[config.mk]
export PLATFORM = sky130hd
export DESIGN_NAME = ps2_mouse_packet_cursor_tracker
export DESIGN_NICKNAME = d
export VERILOG_FILES = /design/src/rtl/ps2mct_pkg.sv /design/src/rtl/ps2mct_axis_clamp.sv /design/src/rtl/ps2_mouse_packet_cursor_tracker.sv
export SDC_FILE = /design/constraint.sdc
export NUM_CORES = 1
export LEC_CHECK = 0
export ABC_CLOCK_PERIOD_IN_PS = 5400
export BUFFER_PORTS_ARGS = -buffer_cell sky130_fd_sc_hd__buf_2
export CORE_ASPECT_RATIO = 0.8
export CORE_MARGIN = 4
export CORE_UTILIZATION = 54
export CTS_BUF_LIST = sky130_fd_sc_hd__clkbuf_4 sky130_fd_sc_hd__clkbuf_8
export DETAILED_ROUTE_END_ITERATION = 8
export PLACE_DENSITY = 0.8
export SLEW_MARGIN = 20
export SYNTH_ARGS = -nofsm -noshare
export SYNTH_HDL_FRONTEND = slang
export SYNTH_SLANG_ARGS = --single-unit
export TNS_END_PERCENT = 100
[constraint.sdc]
create_clock -name clk -period 5.4 [get_ports clk]
set_clock_uncertainty 0.1 [all_clocks]
set_input_delay 1.08 -clock clk [delete_from_list [all_inputs] [get_ports clk]]
set_output_delay 1.08 -clock clk [all_outputs]
set_load 0.02 [all_outputs]
[src/rtl/ps2mct_pkg.sv]
`timescale 1ns / 1ps
// ----------------------------------------------------------------------------
// ps2mct_pkg
// Shared types and constants for the PS/2 mouse packet cursor tracker.
// ----------------------------------------------------------------------------
package ps2mct_pkg;

  localparam int COORD_WIDTH_DEF = 12;
  localparam int REG_W           = 12;
  localparam int BYTE_W          = 8;
  localparam int MOVE_X_W        = 9;
  localparam int MOVE_Y_W        = 10;
  localparam int CFG_ADDR_W      = 4;
  localparam int CFG_DATA_W      = 32;

  localparam logic [REG_W-1:0] H_RES_RST  = 12'd1024;
  localparam logic [REG_W-1:0] V_RES_RST  = 12'd768;
  localparam logic [REG_W-1:0] MARGIN_RST = 12'd0;
  localparam int               POS_X_RST  = 512;
  localparam int               POS_Y_RST  = 384;

  // header byte bits
  localparam int HDR_LEFT   = 0;
  localparam int HDR_RIGHT  = 1;
  localparam int HDR_SYNC   = 3;
  localparam int HDR_X_SIGN = 4;
  localparam int HDR_Y_SIGN = 5;
  localparam int HDR_X_OVF  = 6;
  localparam int HDR_Y_OVF  = 7;

  typedef enum logic [1:0] {
    REG_H_RES  = 2'd0,
    REG_V_RES  = 2'd1,
    REG_MARGIN = 2'd2,
    REG_NONE   = 2'd3
  } reg_idx_t;

  typedef enum logic [2:0] {
    ST_WAIT_HDR = 3'b001,
    ST_GOT_HDR  = 3'b010,
    ST_GOT_X    = 3'b100
  } byte_pos_t;

  function automatic int out_data_w(input int cw);
    return ((2 * cw + 2 + MOVE_X_W + MOVE_Y_W + 7) / 8) * 8;
  endfunction

endpackage

[src/rtl/ps2mct_axis_clamp.sv]
`timescale 1ns / 1ps
// ----------------------------------------------------------------------------
// ps2mct_axis_clamp
// Moves one cursor axis by a signed delta and clamps it to
// [0, resolution - margin], the limit saturated to the coordinate range.
// ----------------------------------------------------------------------------
module ps2mct_axis_clamp #(
  parameter int CW = ps2mct_pkg::COORD_WIDTH_DEF
) (
  input  logic [CW-1:0]                          pos,
  input  logic signed [ps2mct_pkg::MOVE_Y_W-1:0] delta,
  input  logic [ps2mct_pkg::REG_W-1:0]           res,
  input  logic [ps2mct_pkg::REG_W-1:0]           margin,
  output logic [CW-1:0]                          pos_new
);
  import ps2mct_pkg::*;

  localparam int SW = ((CW > REG_W) ? CW : REG_W) + 2;

  logic signed [SW-1:0] limit_raw;
  logic signed [SW-1:0] limit;
  logic signed [SW-1:0] target;
  logic signed [SW-1:0] max_coord;

  always_comb begin
    max_coord = $signed({{(SW-CW){1'b0}}, {CW{1'b1}}});
    limit_raw = $signed({{(SW-REG_W){1'b0}}, res}) - $signed({{(SW-REG_W){1'b0}}, margin});
    if (limit_raw < 0) begin
      limit = '0;
    end else if (limit_raw > max_coord) begin
      limit = max_coord;
    end else begin
      limit = limit_raw;
    end
    target = $signed({{(SW-CW){1'b0}}, pos}) + $signed({{(SW-MOVE_Y_W){delta[MOVE_Y_W-1]}}, delta});
    if (target >= limit) begin
      pos_new = limit[CW-1:0];
    end else if (target < 0) begin
      pos_new = '0;
    end else begin
      pos_new = target[CW-1:0];
    end
  end

endmodule

[src/rtl/ps2_mouse_packet_cursor_tracker.sv]
`timescale 1ns / 1ps
// ----------------------------------------------------------------------------
// ps2_mouse_packet_cursor_tracker
// Frames PS/2 mouse bytes into three-byte packets, tracks buttons and moves
// a clamped cursor, one result per completed packet.
// A byte taken sits in the input register; its result is loaded into the
// output register when the output side can advance.
// Throughput: one byte per cycle while the output side is ready.
// Reset: synchronous active-low rst_n; framing idle, cursor at 512/384,
// buttons released, registers 1024/768/0, no result pending.
// ----------------------------------------------------------------------------
module ps2_mouse_packet_cursor_tracker #(
  parameter int COORD_WIDTH = ps2mct_pkg::COORD_WIDTH_DEF
) (
  input  logic                                 clk,
  input  logic                                 rst_n,
  // input stream
  input  logic                                 in_tvalid,
  output logic                                 in_tready,
  input  logic [ps2mct_pkg::BYTE_W-1:0]        in_tdata,   // rx_byte
  input  logic                                 in_tuser,   // rx_error
  // result stream
  output logic                                 out_tvalid,
  input  logic                                 out_tready,
  // cursor_x, cursor_y, left_pressed, right_pressed, move_x, move_y, zero pad
  output logic [ps2mct_pkg::out_data_w(COORD_WIDTH)-1:0] out_tdata,
  output logic                                 out_tuser,  // packet_dropped
  // configuration
  input  logic                                 cfg_psel,
  input  logic                                 cfg_penable,
  input  logic                                 cfg_pwrite,
  input  logic [ps2mct_pkg::CFG_ADDR_W-1:0]    cfg_paddr,
  input  logic [ps2mct_pkg::CFG_DATA_W-1:0]    cfg_pwdata,
  output logic [ps2mct_pkg::CFG_DATA_W-1:0]    cfg_prdata,
  output logic                                 cfg_pready
);
  import ps2mct_pkg::*;

  localparam int CW     = COORD_WIDTH;
  localparam int OUT_W  = out_data_w(COORD_WIDTH);
  localparam int USED_W = 2 * CW + 2 + MOVE_X_W + MOVE_Y_W;
  localparam logic [CW-1:0] POS_X_INIT = CW'(POS_X_RST);
  localparam logic [CW-1:0] POS_Y_INIT = CW'(POS_Y_RST);

  // configuration registers
  logic [REG_W-1:0] h_res_r, v_res_r, margin_r;
  reg_idx_t         cfg_idx;
  logic             cfg_wr;

  assign cfg_pready = 1'b1;
  assign cfg_idx    = reg_idx_t'(cfg_paddr[3:2]);
  assign cfg_wr     = cfg_psel & cfg_penable & cfg_pwrite & cfg_pready;

  always_ff @(posedge clk) begin
    if (!rst_n) begin
      h_res_r  <= H_RES_RST;
      v_res_r  <= V_RES_RST;
      margin_r <= MARGIN_RST;
    end else if (cfg_wr) begin
      case (cfg_idx)
        REG_H_RES:  h_res_r  <= cfg_pwdata[REG_W-1:0];
        REG_V_RES:  v_res_r  <= cfg_pwdata[REG_W-1:0];
        REG_MARGIN: margin_r <= cfg_pwdata[REG_W-1:0];
        default: ;
      endcase
    end
  end

  always_comb begin
    case (cfg_idx)
      REG_H_RES:  cfg_prdata = {{(CFG_DATA_W-REG_W){1'b0}}, h_res_r};
      REG_V_RES:  cfg_prdata = {{(CFG_DATA_W-REG_W){1'b0}}, v_res_r};
      REG_MARGIN: cfg_prdata = {{(CFG_DATA_W-REG_W){1'b0}}, margin_r};
      default:    cfg_prdata = '0;
    endcase
  end

  // input register
  logic              in_v_r;
  logic [BYTE_W-1:0] in_byte_r;
  logic              in_err_r;
  logic              advance;
  logic              in_fire;

  assign advance   = ~out_tvalid | out_tready;
  assign in_tready = ~in_v_r | advance;
  assign in_fire   = in_tvalid & in_tready;

  always_ff @(posedge clk) begin
    if (!rst_n) begin
      in_v_r <= 1'b0;
    end else if (in_tready) begin
      in_v_r <= in_tvalid;
    end
  end

  always_ff @(posedge clk) begin
    if (in_fire) begin
      in_byte_r <= in_tdata;
      in_err_r  <= in_tuser;
    end
  end

  // packet state
  byte_pos_t            pos_r, pos_nxt;
  logic [BYTE_W-1:0]    hdr_r, hdr_nxt;
  logic [BYTE_W-1:0]    xb_r, xb_nxt;
  logic [CW-1:0]        cx_r, cx_nxt;
  logic [CW-1:0]        cy_r, cy_nxt;
  logic                 left_r, left_nxt;
  logic                 right_r, right_nxt;

  logic                 work;
  logic                 emit;
  logic                 dropped;
  logic signed [MOVE_X_W-1:0] dx;
  logic signed [MOVE_Y_W-1:0] dy;
  logic [CW-1:0]        cx_clamp, cy_clamp;

  assign work    = in_v_r & advance & ~in_err_r;
  assign dropped = hdr_r[HDR_X_OVF] | hdr_r[HDR_Y_OVF];
  assign dx      = $signed({hdr_r[HDR_X_SIGN], xb_r});
  assign dy      = -$signed({hdr_r[HDR_Y_SIGN], hdr_r[HDR_Y_SIGN], in_byte_r});

  ps2mct_axis_clamp #(.CW(CW)) u_clamp_x (
    .pos     (cx_r),
    .delta   ({dx[MOVE_X_W-1], dx}),
    .res     (h_res_r),
    .margin  (margin_r),
    .pos_new (cx_clamp)
  );

  ps2mct_axis_clamp #(.CW(CW)) u_clamp_y (
    .pos     (cy_r),
    .delta   (dy),
    .res     (v_res_r),
    .margin  (margin_r),
    .pos_new (cy_clamp)
  );

  always_comb begin
    pos_nxt   = pos_r;
    hdr_nxt   = hdr_r;
    xb_nxt    = xb_r;
    cx_nxt    = cx_r;
    cy_nxt    = cy_r;
    left_nxt  = left_r;
    right_nxt = right_r;
    emit      = 1'b0;
    if (work) begin
      case (pos_r)
        ST_WAIT_HDR: begin
          if (in_byte_r[HDR_SYNC]) begin
            hdr_nxt = in_byte_r;
            pos_nxt = ST_GOT_HDR;
          end
        end
        ST_GOT_HDR: begin
          xb_nxt  = in_byte_r;
          pos_nxt = ST_GOT_X;
        end
        ST_GOT_X: begin
          emit    = 1'b1;
          pos_nxt = ST_WAIT_HDR;
          if (!dropped) begin
            left_nxt  = hdr_r[HDR_LEFT];
            right_nxt = hdr_r[HDR_RIGHT];
            cx_nxt    = cx_clamp;
            cy_nxt    = cy_clamp;
          end
        end
        default: pos_nxt = ST_WAIT_HDR;
      endcase
    end
  end

  always_ff @(posedge clk) begin
    if (!rst_n) begin
      pos_r   <= ST_WAIT_HDR;
      cx_r    <= POS_X_INIT;
      cy_r    <= POS_Y_INIT;
      left_r  <= 1'b0;
      right_r <= 1'b0;
    end else begin
      pos_r   <= pos_nxt;
      cx_r    <= cx_nxt;
      cy_r    <= cy_nxt;
      left_r  <= left_nxt;
      right_r <= right_nxt;
    end
  end

  always_ff @(posedge clk) begin
    hdr_r <= hdr_nxt;
    xb_r  <= xb_nxt;
  end

  // result register
  logic                 out_v_r;
  logic [USED_W-1:0]    out_data_r;
  logic                 out_drop_r;

  always_ff @(posedge clk) begin
    if (!rst_n) begin
      out_v_r <= 1'b0;
    end else if (advance) begin
      out_v_r <= emit;
    end
  end

  always_ff @(posedge clk) begin
    if (emit) begin
      out_drop_r <= dropped;
      out_data_r <= {dropped ? '0 : dy,
                     dropped ? '0 : dx,
                     right_nxt, left_nxt, cy_nxt, cx_nxt};
    end
  end

  assign out_tvalid = out_v_r;
  assign out_tdata  = {{(OUT_W-USED_W){1'b0}}, out_data_r};
  assign out_tuser  = out_drop_r;

endmodule

==> results.yml, run 1 <==
outcome:
  status: "completed"
synthesis:
  ys_seq_elements: 136
  synth_async_sr_flop_share: 0
  ys.warnings.count: 0
  syn_area_per_cell_sq_um: 9.408
  synthCells: 926
  synth.cell_area_sq_um: 8712
  synth_largest_area_cell: "edfxtp_1"
  yosys_most_used_dff: "edfxtp_1"
  synth_edf_count: 69
  ys_seq_area_frac: 0.3918
  synthTopCellsByArea: "edfxtp_1, dfxtp_1, ha_1"
  synth_cell_types: 84
  synth.top_cell.area_share: 0.2378
cells_and_area:
  nFillCells: 1369
  final_cell_mix: "nand2_1, buf_2, ha_1, a21oi_1, edfxtp_1"
  final_common_cell: "nand2_1"
  regArea_sq_um: 3413
  drive_above_1_share: 0.1700
  final_core_util: 0.6165
  nNetsFinal: 1153
  instances_no_fill: 1250
  multi_input_area_sq_um: 4947
  antenna_cells: 0
  area_growth_pct: 11.81
timing:
  setup_viol: 0
  tightestPinTransition_ns: 0.8830
  rsz0062_at_grt: "false"
  final-hold-violation-count: 0
  setup_tns_ns: 0
  min_period_ns: 5.171
  timing.fmax_mhz: 193.4
  timing.slew.headroom: 0.4101
  maxSlewViolCount: 0
  fin_crit_sh: 0.9576
worst_hold_path:
  hold_class: "reg2reg"
  whs_path_depth: 2
worst_setup_path:
  reg2regPathDepth: 17
  criticalPathCategory: "reg2reg"
  cp_slowest_stage_delay_ns: 0.61
  crit_slowest_cell: "or4_4"
  cp_max_fo: 7
  critPathArrivalTime_ns: 5.27
  cp_cell_sequence: "or4_4, nor3_1, xnor2_1, ha_1, or4_1, o21ai_1, a21oi_2, a2111oi_1, a311o_2, ha_1, nand4_1, a211oi_2, a211oi_2, and4_2, or2_1, a221o_1, a21boi_2"
  endpoint_kind: "register"
  crit_required_ns: 5.50
  cp-start-kind: "register"
floorplan:
  dieArea_sq_um: 18240
  io_pins: 136
  placement_rows: 41
  core-area_sq_um: 15800
  die_h_microns: 121.6
  die_w_microns: 150.0
  start_util: 0.5514
route:
  via_per_inst: 5.820
  drtPass1Iterations: 5
  drc: 0
  drtAntennaViolNets: 0
  wl_mm: 21.40
  drtIter0Drc: 470
  vias: 7275
  avgRoutedWirePerCell_microns: 17.12
clocking:
  cts_tree: "yes"
  postCtsHoldBufs: 0
  clk_pin_slew_ns: 0.09
  cts_made_buffers: 17
  clock_latency_ns: 0.47
  cts_root_buf: "clkbuf_8"
  cts_buffer_depth: 2
  clock_sinks: 136
  htreeDepth: 4
global_routing:
  grt_max_degree: 48
  grt_usage: 0.2344
  grt_pass1_vias: 6821
  grt_remaining_overflow: 0
  antenna_found_initial: 0
  grt_pass1_wl_mm: 33.87
power_and_ir_drop:
  power_mw: 2.216
  switchingPower_mw: 0.6660
  p_leak_nw: 4.208
  intPower_mw: 1.550
  seq_power_share: 0.497
  p_clk_frac: 0.362
  comb_power_share: 0.141
  powerDensity_nw_per_um2: 227.5
  irDropWorstVdd_mv: 0.1401
  swShare: 0.3005
placement:
  numPlacedInstances: 1216
  dpl.hpwl_mm: 15.85
  port_buffers: 89
  place.gp.congestion: 0.8881
flow_run:
  maxCapViolations: 0
[power groups by stage]
stage               combinational [mW]  clock, mW  sequential (mW)
global route                     0.345      0.858             1.10
detailed placement               0.298          0             1.13
finish                           0.312      0.803             1.10
CTS                              0.301      0.808             1.10
floorplan                        0.235          0             1.12
global placement                 0.292          0             1.12
[flip-flops by register name, indices dropped and copies added (netlist names), 3 cells and up]
signal      cells
cx_r           12
cy_r           12
in_byte_r       8
out_data_r     45
margin_r       12
pos_r           3
h_res_r        12
hdr_r           6
v_res_r        12
xb_r            8
[cells in the mapped netlist, types with 10 or more instances]
master    instances
nand2_1         118
inv_1            41
nand3_1          23
a21oi_1          69
nor2b_1          15
dfxtp_1          67
nor2_1           53
and2_1           22
xnor2_1          28
mux2i_1          25
ha_1             75
edfxtp_1         69
o21a_1           16
buf_4            24
or3_1            10
a21o_1           17
clkbuf_1         21
o21ai_0          45
[through the flow]
| step | hold WS (ns) | instance area [sq um] | setup slack, ns |
|---|---|---|---|
| floorplan | 0.3443 | 8803 | 0.5805 |
| global placement | 0.3555 | 9321 | 0.2847 |
| detailed placement | 0.3650 | 9321 | 0.2103 |
| CTS | 0.3779 | 9691 | 0.1620 |
| global route | 0.3939 | 9741 | 0.006001 |
| finish | 0.3777 | 9741 | 0.2290 |
[cell families (layout without fill, tap and decap cells)]
kind of cell | after synthesis | in the layout | share of synthesized area
xor+xnor | 37 | 37 | 0.03720
other cells | 2 | 24 | 0.0008620
buf+inv | 95 | 182 | 0.05486
flops | 136 | 136 | 0.3918
fa+ha+maj | 79 | 79 | 0.1169
simple gates | 298 | 298 | 0.1673
compound gates | 252 | 252 | 0.1998
mux | 27 | 27 | 0.03131
[worst max-delay path: cells and delay by family, from the launching register on]
kind                       cells  cell delay [ns]
adders and majority gates      2             0.40
and+or+nand+nor                6             2.07
AOI/OAI and AO/OA              8             1.78
xor gates and xnor gates       1             0.15
DFF                            1             0.41
[area by class of cell]
type                    count  area share
repair buffers            107     0.05960
flip-flops and latches    136      0.3504
clock inverters            14     0.01310
clock buffers              18     0.02479
multi-input cells         717      0.5079
well taps                 215     0.02762
inverters                  43     0.01657
[routing by layer]
metal / track usage / part of all wire
met2: 0.3786 / 0.48
met5: 0 / 0
met3: 0.04723 / 0.064
met1: 0.3214 / 0.44
met4: 0.06800 / 0.017
[final timing paths]
path / startpoint / end / slack [ns]
worst max-delay path: in_byte_r[4] / out_data_r[23] / 0.23
worst min-delay path: margin_r[10] / margin_r[10] / 0.38
worst max register to register: in_byte_r[4] / out_data_r[23] / 0.23
worst min register to register: margin_r[10] / margin_r[10] / 0.38
[repair_timing]
action,in CTS,in global routing
endpoints found under the setup margin,0,27
gates resized for setup,0,8
setup buffers,0,2
Note: power is estimated with default switching activity, not from simulation.
==> inputs of run 2 (changes only) <==
--- a/config.mk
+++ b/config.mk
@@ -13,6 +13,7 @@
 export CTS_BUF_LIST = sky130_fd_sc_hd__clkbuf_4 sky130_fd_sc_hd__clkbuf_8
 export DETAILED_ROUTE_END_ITERATION = 8
 export PLACE_DENSITY = 0.8
+export REMOVE_ABC_BUFFERS = 1
 export SLEW_MARGIN = 20
 export SYNTH_ARGS = -nofsm -noshare
 export SYNTH_HDL_FRONTEND = slang
==> constraint.sdc (replaced) <==
create_clock -name clk -period 5.4 [get_ports clk]
set_clock_uncertainty 0.1 [all_clocks]
set_input_delay 1.08 -clock clk [delete_from_list [all_inputs] [get_ports clk]]
set_output_delay 1.08 -clock clk [all_outputs]
set_load 0.01 [all_outputs]
==> results.yml, run 2 (synthesis gave the netlist of run 1 again) <==
cells_and_area:
  instances_no_fill: 1248
  largest_reg_flops: 45
  final_common_cell: "nand2_1"
  final_cell_mix: "nand2_1, buf_2, ha_1, a21oi_1, edfxtp_1"
  antenna_cells: 0
  largest_register: "out_data_r"
  area_growth_pct: 11.78
  nNetsFinal: 1151
  design_area_sq_um: 9738
  drive_above_1_share: 0.1694
clocking:
  clock_latency_ns: 0.45
  clk_pin_slew_ns: 0.08
  cts_buffer_depth: 2
  postCtsHoldBufs: 0
  cts_root_buf: "clkbuf_8"
  clock_sinks: 136
  cts_tree: "yes"
  cts_made_buffers: 17
  htreeDepth: 4
worst_setup_path:
  criticalPathCategory: "reg2reg"
  critPathArrivalTime_ns: 5.33
  crit_required_ns: 5.49
  worstReg2RegEnd: "out_data_r[23]"
  r2r_slack_ns: 0.16
  cp-start-kind: "register"
  reg2regPathDepth: 16
  cp_max_fo: 7
  endpoint_kind: "register"
  r2r-start: "in_byte_r[2]"
power_and_ir_drop:
  p_leak_nw: 4.192
  power_mw: 2.206
  irDropWorstVdd_mv: 0.1361
  powerDensity_nw_per_um2: 226.5
timing:
  min_period_ns: 5.245
  maxSlewViolCount: 0
  tightestPinTransition_ns: 1.044
  hold-worst-slack_ns: 0.3726
  rsz0062_at_grt: "false"
  timing.fmax_mhz: 190.7
  layout_setup_ws_ns: 0.1553
  timing.slew.headroom: 0.3029
  final-hold-violation-count: 0
  fin_crit_sh: 0.9712
  setup_viol: 0
global_routing:
  grt_pass1_wl_mm: 33.25
  antenna_found_initial: 0
  grt_remaining_overflow: 0
  grt_usage: 0.2295
  grt_max_degree: 40
  grt_pass1_vias: 6593
route:
  drtPass1Iterations: 5
  drc: 0
  avgRoutedWirePerCell_microns: 16.76
  drtIter0Drc: 458
  vias: 7183
  drtAntennaViolNets: 0
  wl_mm: 20.92
  via_per_inst: 5.756
placement:
  numPlacedInstances: 1215
  port_buffers: 89
  pre_cts_ws_ns: 0.1254
  dpl_cell_area_sq_um: 9324
  place.gp.congestion: 0.8716
  dpl.hpwl_mm: 15.75
worst_hold_path:
  whs_path_depth: 2
  whs_endpoint: "right_r"
  min_from: "right_r"
  hold_class: "reg2reg"
floorplan:
  start_util: 0.5514
  placement_rows: 41
  core-area_sq_um: 15800
  io_pins: 136
  die_h_microns: 121.6
  dieArea_sq_um: 18240
  die_w_microns: 150.0
flow_run:
  maxCapViolations: 0
outcome:
  status: "completed"
==> run 2: repair_timing <==
| item | in CTS | in global routing |
|---|---|---|
| endpoints found under the setup margin | 5 | 14 |
| resized for setup | 2 | 5 |
| buffers inserted | 0 | 1 |
| hold endpoints to repair | 0 | 0 |
| pin swaps | 0 | 4 |
==> run 2: final cells by class <==
type	count	area [sq um]
inverter	43	161.4
clock inverter	15	138.9
fill	1367	6062
timing repair buffer	105	565.5
sequential	136	3413
multi-input combinational	717	4956
tap	215	269.0
clock buffer	17	234.0
==> run 2: how the worst max path moves through the flow <==
stage / start / to / slack, ns / cells past startpoint
2_1_floorplan: out_tready / out_data_r[10] / -1.30 / 7
3_3_place_gp: in_byte_r[5] / out_data_r[23] / 0.26 / 17
3_5_place_dp: in_byte_r[5] / out_data_r[23] / 0.13 / 17
4_1_cts: in_byte_r[5] / out_data_r[23] / 0.04 / 17
5_1_grt: in_byte_r[5] / out_data_r[23] / 0.03 / 17
6_report: in_byte_r[2] / out_data_r[23] / 0.16 / 16
==> run 2: where the power goes <==
group	internal (mW)	switching [mW]
Combinational	0.115	0.183
Sequential	1.09	0.0120
Clock	0.372	0.433
==> run 2: routing by layer <==
layer  vias up  track usage  wire length [microns]
met5         -            0                      0
met4         0      0.06571                    362
met3        36      0.04574                   1241
met2       221       0.3693                   9722
met1      3389       0.3167                   9590
li1       3537            -                      -
==> run 2: through the flow <==
stage | setup TNS [ns] | utilization
global placement | 0 | 0.5901
global route | 0 | 0.6163
CTS | 0 | 0.6141
detailed placement | 0 | 0.5901
finish | 0 | 0.6163
floorplan | -49.69 | -
==> run 2: worst max-delay path: stages, from the launching register on <==
cell      delay, ns
edfxtp_1       0.49
or4_4          0.56
nor3_1         0.22
xnor2_1        0.18
ha_1           0.27
or4_1          0.52
o21ai_1        0.14
a21oi_4        0.09
a311o_2        0.42
ha_1           0.30
nand4_1        0.12
a211oi_2       0.22
a211oi_2       0.14
and4_2         0.28
or2_1          0.32
a221o_1        0.42
a21boi_2       0.17
